### src/design/gamepad_sample_event_conditioner_defines.svh
`ifndef GAMEPAD_SAMPLE_EVENT_CONDITIONER_DEFINES_SVH
`define GAMEPAD_SAMPLE_EVENT_CONDITIONER_DEFINES_SVH

// same-cycle implication, checked outside reset
`define GSEC_ASSERT_IMP(label, ante, cons, msg) \
  label: assert property (@(posedge clk) disable iff (rst) (ante) |-> (cons)) \
    else $error(msg);

// next-cycle implication, checked outside reset
`define GSEC_ASSERT_NXT(label, ante, cons, msg) \
  label: assert property (@(posedge clk) disable iff (rst) (ante) |=> (cons)) \
    else $error(msg);

`endif

### src/design/gsec_pkg.sv
package gsec_pkg;

  localparam int BUTTON_COUNT = 12;
  localparam int NUM_AXES     = 6;
  localparam int AXIS_W       = 16;
  localparam int NUM_SLOTS    = BUTTON_COUNT + NUM_AXES;
  localparam int SLOT_W       = $clog2(NUM_SLOTS);

  localparam logic [1:0] REG_STICK_DZ   = 2'd0;
  localparam logic [1:0] REG_TRIGGER_DZ = 2'd1;

  localparam logic [2:0] AX_SIDE    = 3'd0;
  localparam logic [2:0] AX_FORWARD = 3'd1;
  localparam logic [2:0] AX_PITCH   = 3'd2;
  localparam logic [2:0] AX_YAW     = 3'd3;
  localparam logic [2:0] AX_LTRIG   = 3'd4;
  localparam logic [2:0] AX_RTRIG   = 3'd5;

  typedef enum logic [1:0] {
    EV_PRESS   = 2'd0,
    EV_RELEASE = 2'd1,
    EV_AXIS    = 2'd2
  } event_kind_t;

  typedef struct packed {
    logic                                 present;
    logic [BUTTON_COUNT-1:0]              buttons;
    logic [NUM_AXES-1:0][AXIS_W-1:0]      axis_val;
  } sample_t;

  typedef struct packed {
    logic full;
    logic empty;
  } queue_status_t;

  typedef struct packed {
    logic idle;
    logic connected;
  } back_status_t;

endpackage

### src/design/gsec_front.sv
module gsec_front (
  input  logic                   clk,
  input  logic                   rst,
  input  logic                   cfg_valid,
  output logic                   cfg_ready,
  input  logic [1:0]             cfg_index,
  input  logic [7:0]             cfg_data,
  input  logic                   in_valid,
  output logic                   in_stall,
  input  logic                   pad_present,
  input  logic [11:0]            held_buttons,
  input  logic signed [7:0]      main_x,
  input  logic signed [7:0]      main_y,
  input  logic signed [7:0]      sub_x,
  input  logic signed [7:0]      sub_y,
  input  logic [7:0]             trigger_left,
  input  logic [7:0]             trigger_right,
  input  gsec_pkg::queue_status_t q_stat,
  output logic                   push_valid,
  output gsec_pkg::sample_t      push_item
);

  // ceil(32767 * 2^16 / 72) and ceil(32767 * 2^24 / 255)
  localparam logic [24:0] STICK_RECIP = 25'd29825252;
  localparam logic [31:0] TRIG_RECIP  = 32'd2155839360;

  logic [6:0]        stick_dz;
  logic [7:0]        trigger_dz;
  logic              f_valid;
  gsec_pkg::sample_t f_item;
  gsec_pkg::sample_t cond;
  logic              accept;
  logic              push;

  function automatic logic [7:0] neg_sat(input logic [7:0] v);
    return (v == 8'h80) ? 8'h7f : (~v + 8'd1);
  endfunction

  function automatic logic [15:0] stick_cond(input logic [7:0] v, input logic [6:0] dz);
    logic [7:0]  mag;
    logic [32:0] prod;
    logic [16:0] q;
    logic [15:0] r;
    mag  = v[7] ? (~v + 8'd1) : v;
    prod = 33'(mag) * 33'(STICK_RECIP);
    q    = prod[32:16];
    if (mag < {1'b0, dz}) begin
      r = '0;
    end else if (!v[7]) begin
      r = (q > 17'd32767) ? 16'h7fff : q[15:0];
    end else begin
      r = (q > 17'd32768) ? 16'h8000 : (~q[15:0] + 16'd1);
    end
    return r;
  endfunction

  function automatic logic [15:0] trigger_cond(input logic [7:0] t, input logic [7:0] dz);
    logic [39:0] prod;
    prod = 40'(t) * 40'(TRIG_RECIP);
    return (t < dz) ? 16'd0 : prod[39:24];
  endfunction

  assign cfg_ready = 1'b1;

  always_ff @(posedge clk) begin
    if (rst) begin
      stick_dz   <= 7'd8;
      trigger_dz <= 8'd15;
    end else if (cfg_valid && cfg_ready) begin
      case (cfg_index)
        gsec_pkg::REG_STICK_DZ:   stick_dz   <= cfg_data[6:0];
        gsec_pkg::REG_TRIGGER_DZ: trigger_dz <= cfg_data;
        default: ;
      endcase
    end
  end

  always_comb begin
    cond.present  = pad_present;
    cond.buttons  = held_buttons[gsec_pkg::BUTTON_COUNT-1:0];
    cond.axis_val = '0;
    cond.axis_val[gsec_pkg::AX_SIDE]    = stick_cond(main_x, stick_dz);
    cond.axis_val[gsec_pkg::AX_FORWARD] = stick_cond(neg_sat(main_y), stick_dz);
    cond.axis_val[gsec_pkg::AX_YAW]     = stick_cond(sub_x, stick_dz);
    cond.axis_val[gsec_pkg::AX_PITCH]   = stick_cond(neg_sat(sub_y), stick_dz);
    cond.axis_val[gsec_pkg::AX_LTRIG]   = trigger_cond(trigger_left, trigger_dz);
    cond.axis_val[gsec_pkg::AX_RTRIG]   = trigger_cond(trigger_right, trigger_dz);
  end

  assign push       = f_valid && !q_stat.full;
  assign in_stall   = f_valid && q_stat.full;
  assign accept     = in_valid && !in_stall;
  assign push_valid = f_valid;
  assign push_item  = f_item;

  always_ff @(posedge clk) begin
    if (rst) begin
      f_valid <= 1'b0;
    end else if (accept) begin
      f_valid <= 1'b1;
    end else if (push) begin
      f_valid <= 1'b0;
    end
  end

  always_ff @(posedge clk) begin
    if (accept) begin
      f_item <= cond;
    end
  end

endmodule

### src/design/gsec_queue.sv
module gsec_queue (
  input  logic                    clk,
  input  logic                    rst,
  input  logic                    push_valid,
  input  gsec_pkg::sample_t       push_item,
  input  logic                    pop,
  output gsec_pkg::sample_t       pop_item,
  output gsec_pkg::queue_status_t q_stat
);

  gsec_pkg::sample_t mem [2];
  logic              wr_ptr;
  logic              rd_ptr;
  logic [1:0]        count;
  logic              push;
  logic              do_pop;

  assign q_stat.full  = (count == 2'd2);
  assign q_stat.empty = (count == 2'd0);
  assign push         = push_valid && !q_stat.full;
  assign do_pop       = pop && !q_stat.empty;
  assign pop_item     = mem[rd_ptr];

  always_ff @(posedge clk) begin
    if (rst) begin
      wr_ptr <= 1'b0;
      rd_ptr <= 1'b0;
      count  <= 2'd0;
    end else begin
      if (push) begin
        wr_ptr <= ~wr_ptr;
      end
      if (do_pop) begin
        rd_ptr <= ~rd_ptr;
      end
      case ({push, do_pop})
        2'b10:   count <= count + 2'd1;
        2'b01:   count <= count - 2'd1;
        default: count <= count;
      endcase
    end
  end

  always_ff @(posedge clk) begin
    if (push) begin
      mem[wr_ptr] <= push_item;
    end
  end

endmodule

### src/design/gsec_back.sv
module gsec_back (
  input  logic                    clk,
  input  logic                    rst,
  input  gsec_pkg::queue_status_t q_stat,
  input  gsec_pkg::sample_t       q_item,
  output logic                    pop,
  input  logic                    out_stall,
  output logic                    out_valid,
  output logic [1:0]              event_kind,
  output logic [3:0]              button_index,
  output logic [2:0]              axis_id,
  output logic signed [15:0]      axis_value,
  output logic                    last_event,
  output gsec_pkg::back_status_t  status
);

  localparam int NB = gsec_pkg::BUTTON_COUNT;
  localparam int NA = gsec_pkg::NUM_AXES;
  localparam int NS = gsec_pkg::NUM_SLOTS;

  logic                         was_connected;
  logic [NB-1:0]                last_buttons;
  logic [gsec_pkg::AXIS_W-1:0]  last_axis [NA];
  logic [NS-1:0]                pending;
  logic                         swap;

  logic [NS-1:0]                low_bit;
  logic                         single;
  logic [gsec_pkg::SLOT_W-1:0]  sel;
  logic                         issue;
  logic                         can_load;
  logic                         conn_new;
  logic                         active;
  logic [NB-1:0]                base_btn;
  logic [NB-1:0]                tgt_btn;
  logic [NA-1:0]                new_pend_ax;
  logic [2:0]                   sel_axis;
  gsec_pkg::event_kind_t        kind_next;

  function automatic logic [2:0] slot_axis(input logic [2:0] k, input logic sw);
    logic [2:0] a;
    a = k;
    if (sw && k == gsec_pkg::AX_PITCH) begin
      a = gsec_pkg::AX_YAW;
    end else if (sw && k == gsec_pkg::AX_YAW) begin
      a = gsec_pkg::AX_PITCH;
    end
    return a;
  endfunction

  // lowest pending slot goes next
  assign low_bit = pending & (~pending + NS'(1));
  assign single  = ((pending & (pending - NS'(1))) == '0);

  always_comb begin
    sel = '0;
    for (int i = NS - 1; i >= 0; i--) begin
      if (low_bit[i]) begin
        sel = gsec_pkg::SLOT_W'(i);
      end
    end
  end

  assign issue    = (pending != '0) && (!out_valid || !out_stall);
  assign can_load = (pending == '0) || (issue && single);
  assign pop      = can_load && !q_stat.empty;
  assign sel_axis = slot_axis(3'(sel - gsec_pkg::SLOT_W'(NB)), swap);

  always_comb begin
    if (sel < gsec_pkg::SLOT_W'(NB)) begin
      kind_next = last_buttons[sel[$clog2(NB)-1:0]] ? gsec_pkg::EV_PRESS
                                                     : gsec_pkg::EV_RELEASE;
    end else begin
      kind_next = gsec_pkg::EV_AXIS;
    end
  end

  assign conn_new = q_item.present && !was_connected;
  assign active   = q_item.present || was_connected;
  assign base_btn = conn_new ? '0 : last_buttons;
  assign tgt_btn  = q_item.present ? q_item.buttons : '0;

  always_comb begin
    for (int k = 0; k < NA; k++) begin
      logic [2:0]                  a;
      logic [gsec_pkg::AXIS_W-1:0] base_v;
      logic [gsec_pkg::AXIS_W-1:0] tgt_v;
      a      = slot_axis(3'(k), q_item.present);
      base_v = conn_new ? '0 : last_axis[a];
      tgt_v  = q_item.present ? q_item.axis_val[a] : '0;
      new_pend_ax[k] = active && (tgt_v != base_v);
    end
  end

  always_ff @(posedge clk) begin
    if (rst) begin
      was_connected <= 1'b0;
      last_buttons  <= '0;
      pending       <= '0;
      swap          <= 1'b0;
      for (int a = 0; a < NA; a++) begin
        last_axis[a] <= '0;
      end
    end else if (pop) begin
      was_connected <= q_item.present;
      last_buttons  <= tgt_btn;
      swap          <= q_item.present;
      pending       <= {new_pend_ax, (active ? (tgt_btn ^ base_btn) : NB'(0))};
      for (int a = 0; a < NA; a++) begin
        last_axis[a] <= q_item.present ? q_item.axis_val[a] : '0;
      end
    end else if (issue) begin
      pending <= pending & ~low_bit;
    end
  end

  always_ff @(posedge clk) begin
    if (rst) begin
      out_valid <= 1'b0;
    end else if (issue) begin
      out_valid <= 1'b1;
    end else if (!out_stall) begin
      out_valid <= 1'b0;
    end
  end

  always_ff @(posedge clk) begin
    if (issue) begin
      event_kind <= kind_next;
      last_event <= single;
      if (kind_next == gsec_pkg::EV_AXIS) begin
        button_index <= '0;
        axis_id      <= sel_axis;
        axis_value   <= last_axis[sel_axis];
      end else begin
        button_index <= 4'(sel);
        axis_id      <= '0;
        axis_value   <= '0;
      end
    end
  end

  assign status.idle      = (pending == '0);
  assign status.connected = was_connected;

endmodule

### src/design/gamepad_sample_event_conditioner.sv
// path: a sample passes the front register, the sample queue and the pending set to the registered event outputs
// events: a sample yields n events (at most 18); the next is loaded as the last event issues
// samples are taken every cycle while the 2-entry sample queue has room
// reset: synchronous, active high; clears connection, button and axis history, empties the queue
// reset: deadzones return to 8 (stick) and 15 (trigger); no clearing pass is needed
`include "gamepad_sample_event_conditioner_defines.svh"

module gamepad_sample_event_conditioner (
  input  logic              clk,
  input  logic              rst,
  input  logic              cfg_valid,
  output logic              cfg_ready,
  input  logic [1:0]        cfg_index,
  input  logic [7:0]        cfg_data,
  input  logic              in_valid,
  output logic              in_stall,
  input  logic              pad_present,
  input  logic [11:0]       held_buttons,
  input  logic signed [7:0] main_x,
  input  logic signed [7:0] main_y,
  input  logic signed [7:0] sub_x,
  input  logic signed [7:0] sub_y,
  input  logic [7:0]        trigger_left,
  input  logic [7:0]        trigger_right,
  output logic              out_valid,
  input  logic              out_stall,
  output logic [1:0]        event_kind,
  output logic [3:0]        button_index,
  output logic [2:0]        axis_id,
  output logic signed [15:0] axis_value,
  output logic              last_event
);

  gsec_pkg::queue_status_t q_stat;
  gsec_pkg::sample_t       push_item;
  gsec_pkg::sample_t       pop_item;
  gsec_pkg::back_status_t  bk_stat;
  logic                    push_valid;
  logic                    pop;

  gsec_front u_front (
    .clk           (clk),
    .rst           (rst),
    .cfg_valid     (cfg_valid),
    .cfg_ready     (cfg_ready),
    .cfg_index     (cfg_index),
    .cfg_data      (cfg_data),
    .in_valid      (in_valid),
    .in_stall      (in_stall),
    .pad_present   (pad_present),
    .held_buttons  (held_buttons),
    .main_x        (main_x),
    .main_y        (main_y),
    .sub_x         (sub_x),
    .sub_y         (sub_y),
    .trigger_left  (trigger_left),
    .trigger_right (trigger_right),
    .q_stat        (q_stat),
    .push_valid    (push_valid),
    .push_item     (push_item)
  );

  gsec_queue u_queue (
    .clk        (clk),
    .rst        (rst),
    .push_valid (push_valid),
    .push_item  (push_item),
    .pop        (pop),
    .pop_item   (pop_item),
    .q_stat     (q_stat)
  );

  gsec_back u_back (
    .clk          (clk),
    .rst          (rst),
    .q_stat       (q_stat),
    .q_item       (pop_item),
    .pop          (pop),
    .out_stall    (out_stall),
    .out_valid    (out_valid),
    .event_kind   (event_kind),
    .button_index (button_index),
    .axis_id      (axis_id),
    .axis_value   (axis_value),
    .last_event   (last_event),
    .status       (bk_stat)
  );

  `GSEC_ASSERT_IMP(a_key_fields, out_valid && event_kind != gsec_pkg::EV_AXIS, axis_id == 3'd0 && axis_value == 16'sd0, "key event carries axis data")
  `GSEC_ASSERT_IMP(a_axis_fields, out_valid && event_kind == gsec_pkg::EV_AXIS, button_index == 4'd0, "axis event carries a button index")
  `GSEC_ASSERT_NXT(a_no_spurious, out_valid && !out_stall && bk_stat.idle, !out_valid, "event issued with nothing pending")
  `GSEC_ASSERT_NXT(a_idle_disconnected, !bk_stat.connected && bk_stat.idle && !out_valid && q_stat.empty, !out_valid, "event while disconnected and idle")

endmodule
### config.mk
export PLATFORM = sky130hd
export DESIGN_NAME = gamepad_sample_event_conditioner
export DESIGN_NICKNAME = d
export VERILOG_FILES = /design/src/design/gsec_pkg.sv /design/src/design/gsec_front.sv /design/src/design/gsec_queue.sv /design/src/design/gsec_back.sv /design/src/design/gamepad_sample_event_conditioner.sv
export VERILOG_INCLUDE_DIRS = /design/src /design/src/design
export SDC_FILE = /design/constraint.sdc
export NUM_CORES = 1
export LEC_CHECK = 0
export ABC_AREA = 1
export BUFFER_PORTS_ARGS = -buffer_cell sky130_fd_sc_hd__buf_2
export CAP_MARGIN = 20
export CORE_MARGIN = 1
export CORE_UTILIZATION = 42
export CTS_CLUSTER_DIAMETER = 200
export DETAILED_ROUTE_END_ITERATION = 10
export SLEW_MARGIN = 40
export SYNTH_ARGS = -nofsm -noshare
export SYNTH_HDL_FRONTEND = slang
export SYNTH_SLANG_ARGS = --single-unit
### constraint.sdc
create_clock -name clk -period 7.4 [get_ports clk]
set_clock_uncertainty 0.15 [all_clocks]
set_input_delay 0.37 -clock clk [delete_from_list [all_inputs] [get_ports clk]]
set_output_delay 0.37 -clock clk [all_outputs]
set_load 0.1 [all_outputs]
==> metrics.cfg <==
[run_status]
status=finished, final reports clean

[clock_tree]
cts-root-buf=clkbuf_16
insertion_delay_ns=0.59
cts_max_path_buffers=3
clk_pin_slew_ns=0.06
postCtsSetupBuffers=0
cts_sinks=502
cts.htree.levels=2
cts_tree=done
cts_buffers=54

[detailed_routing]
drt-pass1-iter-count=6
postRouteWirelength_um=110000
num_vias=33500
drc=0
antenna_left=0
drt_iter0_markers=2628
post_drt_via_cell_ratio=5.21
drt-wirelength-per-cell_um=17.1

[synthesis]
yosysSeqAreaShare_pct=35.1
yosys_most_used_dff=edfxtp_1
synthesis.nets=5659
yosys.area.top_type=edfxtp_1
synth_top_area_share_pct=32.5
syn_area_per_cell_um2=8.33
synth-edff-count=449
yosysMostFrequentCell=nand2_1
yosysUniqueCellTypes=67
ys_top_cells_by_count=1157 x nand2_1, 803 x inv_1, 449 x edfxtp_1
syn_inst=4981
ys_warn_count=0
synthesis.area_um2=41500
yosys_register_bits=502
yosys-top-cells-area=edfxtp_1 33%, ha_1 12%, nand2_1 10%, fa_1 9.7%, inv_1 7.3%
synthArstFlopShare_pct=0

[placed_design]
pre_cts_ws_ns=0.0584
dp_hpwl_um=85300
io_buffers=103
place.gp.congestion=0.943
placed_cell_area_um2=43600

[cells_and_area]
fin_area_um2=45700
final_nets=5795
areaGrowthSynthToFinish_pct=10.1
n_antenna_cell=0
fin_util_pct=46.9
drive_above_1_share_pct=6.53

[timing]
period_needed_ns=6.73
final-hold-violation-count=0
setup_viol=0
final.setup.worst_slack_ns=0.675
slew_violations=0
timing.fmax_mhz=149
finalCritPeriodShare_pct=90.9
worst_pin_slew_ns=0.808
maxSlewHeadroom_pct=45.8

[global_routing]
grt_max_degree=89
gr-total-overflow=0
grt_use_total_pct=22.2
grt_pass1_vias=32900
grt_pass1_wl_um=176000
grt_antenna_before_repair=2

[worst_setup_path]
reg2reg_depth=20
startpoint_type=input port
crit_required_ns=7.58
reg2reg_slack_ns=2.71
path_class=input port to register
arrival_ns=6.90
end_kind=register
crit_top_cell=nand2_1
crit_fanout=12
r2r-start=u_back.pending[0]
worst_r2r_endpoint=u_back.axis_value[5]
slowest_stage=fa_1
slowest_delay_ns=0.55

[worst_hold_path]
hold_end=u_front.trigger_dz[0]
hold_path_depth=3
hp-class=input port to register
min_from=cfg_index[1]

[floorplan]
die_area_um2=100000
fp.dieW_um=316
die_height_um=316
fp-row-count=114
io_pins=105
start_util_pct=42.6
fp.coreArea_um2=97300

[job]
drv_cap=0

==> per-stage QoR <==
step                      hold slack (ns)  instances  setup TNS [ns]
final                              0.0395       6437               0
after global routing               0.0609       6437        -0.00401
after CTS                         0.00152       6436               0
after detailed placement            0.280       6312               0
after global placement              0.272       6312               0
after floorplan                     0.271       4981               0
==> cell type report <==
class,instances,area (um^2)
tap,1276,1600
clock inverter,33,339
multi-input combinational,3558,23500
inverter,817,3070
fill,9531,51600
timing repair buffer,184,1200
sequential,502,14500
clock buffer,67,1420
==> registers in the layout (all words and copies together) (netlist names), 2 cells and up, named ones only <==
| name | flops |
|---|---|
| u_queue.mem | 218 |
| u_front.push_item | 109 |
| u_back.last_axis | 96 |
| u_back.pending | 18 |
| u_back.axis_value | 16 |
| u_back.last_buttons | 12 |
| u_front.trigger_dz | 8 |
| u_front.stick_dz | 7 |
| u_back.button_index | 4 |
| u_back.axis_id | 3 |
| u_back.event_kind | 2 |
| u_queue.count | 2 |
==> how the worst max path moves through the flow <==
stage	cells after the start	start	endpoint
4_1_cts	38	sub_y[0]	u_front.push_item[34]
3_5_place_dp	38	sub_y[0]	u_front.push_item[41]
6_report	35	main_y[0]	u_front.push_item[23]
3_3_place_gp	40	sub_y[0]	u_front.push_item[32]
2_1_floorplan	37	sub_y[0]	u_front.push_item[38]
5_1_grt	38	sub_y[0]	u_front.push_item[39]
==> repair_timing <==
item / in CTS / in global routing
hold buffers: 24 / 0
gates resized for setup: 0 / 2
setup endpoints to repair: 0 / 14
hold endpoints to repair: 30 / 0
==> placed cells by master, fill, tap and decap left out, types with 7 or more instances in the layout <==
cell type and count:
nand2_2 13, or2_2 12, nor3_1 45, nand3_1 241, a211oi_1 7, nor2_4 18
edfxtp_1 449, fa_1 200, clkbuf_1 12, a31oi_1 15, clkbuf_16 55, bufinv_16 7
o211ai_1 33, nand2_1 1154, o22ai_1 18, xor2_1 91, a21oi_1 381, o21ai_1 12
o21a_1 20, buf_4 50, o21bai_1 8, xnor2_1 58, nor2_1 347, ha_1 402
dfxtp_1 52, nor4_1 40, clkinv_2 9, buf_2 103, a21o_1 18, inv_2 13
nand4_1 64, nor2_2 18, inv_1 801, dlygate4sd3_1 24, nand3b_1 22, clkinv_1 15
o21ai_0 249
==> worst max-delay path: cells and delay by family <==
family | cells | cell delay [ns]
compound gates | 2 | 0.30
fa+ha+maj | 7 | 2.79
buf+inv | 8 | 0.71
simple gates | 16 | 2.31
xor+xnor | 2 | 0.40
==> cell families after synthesis <==
kind of cell	Yosys count	synth area share [%]
AOI/OAI and AO/OA	812	10.9
xor gates and xnor gates	150	3.18
adders and majority gates	602	21.8
buffers and inverters	921	8.53
DFF	502	35.1
muxes	1	0.0241
other	1	0.00904
and+or+nand+nor	1992	20.5
==> per-layer routing <==
layer / vias to the layer above / share of wire, % / track usage (%)
met4: 2 / 2.3 / 5.33
met3: 133 / 4.6 / 2.46
met2: 800 / 47 / 37.7
li1: 16800 / - / -
met5: - / 0.011 / 0
met1: 15800 / 46 / 30.2
Power is not shown: default switching activity piles up to over one toggle a cycle in this logic, so the estimate is an artifact.
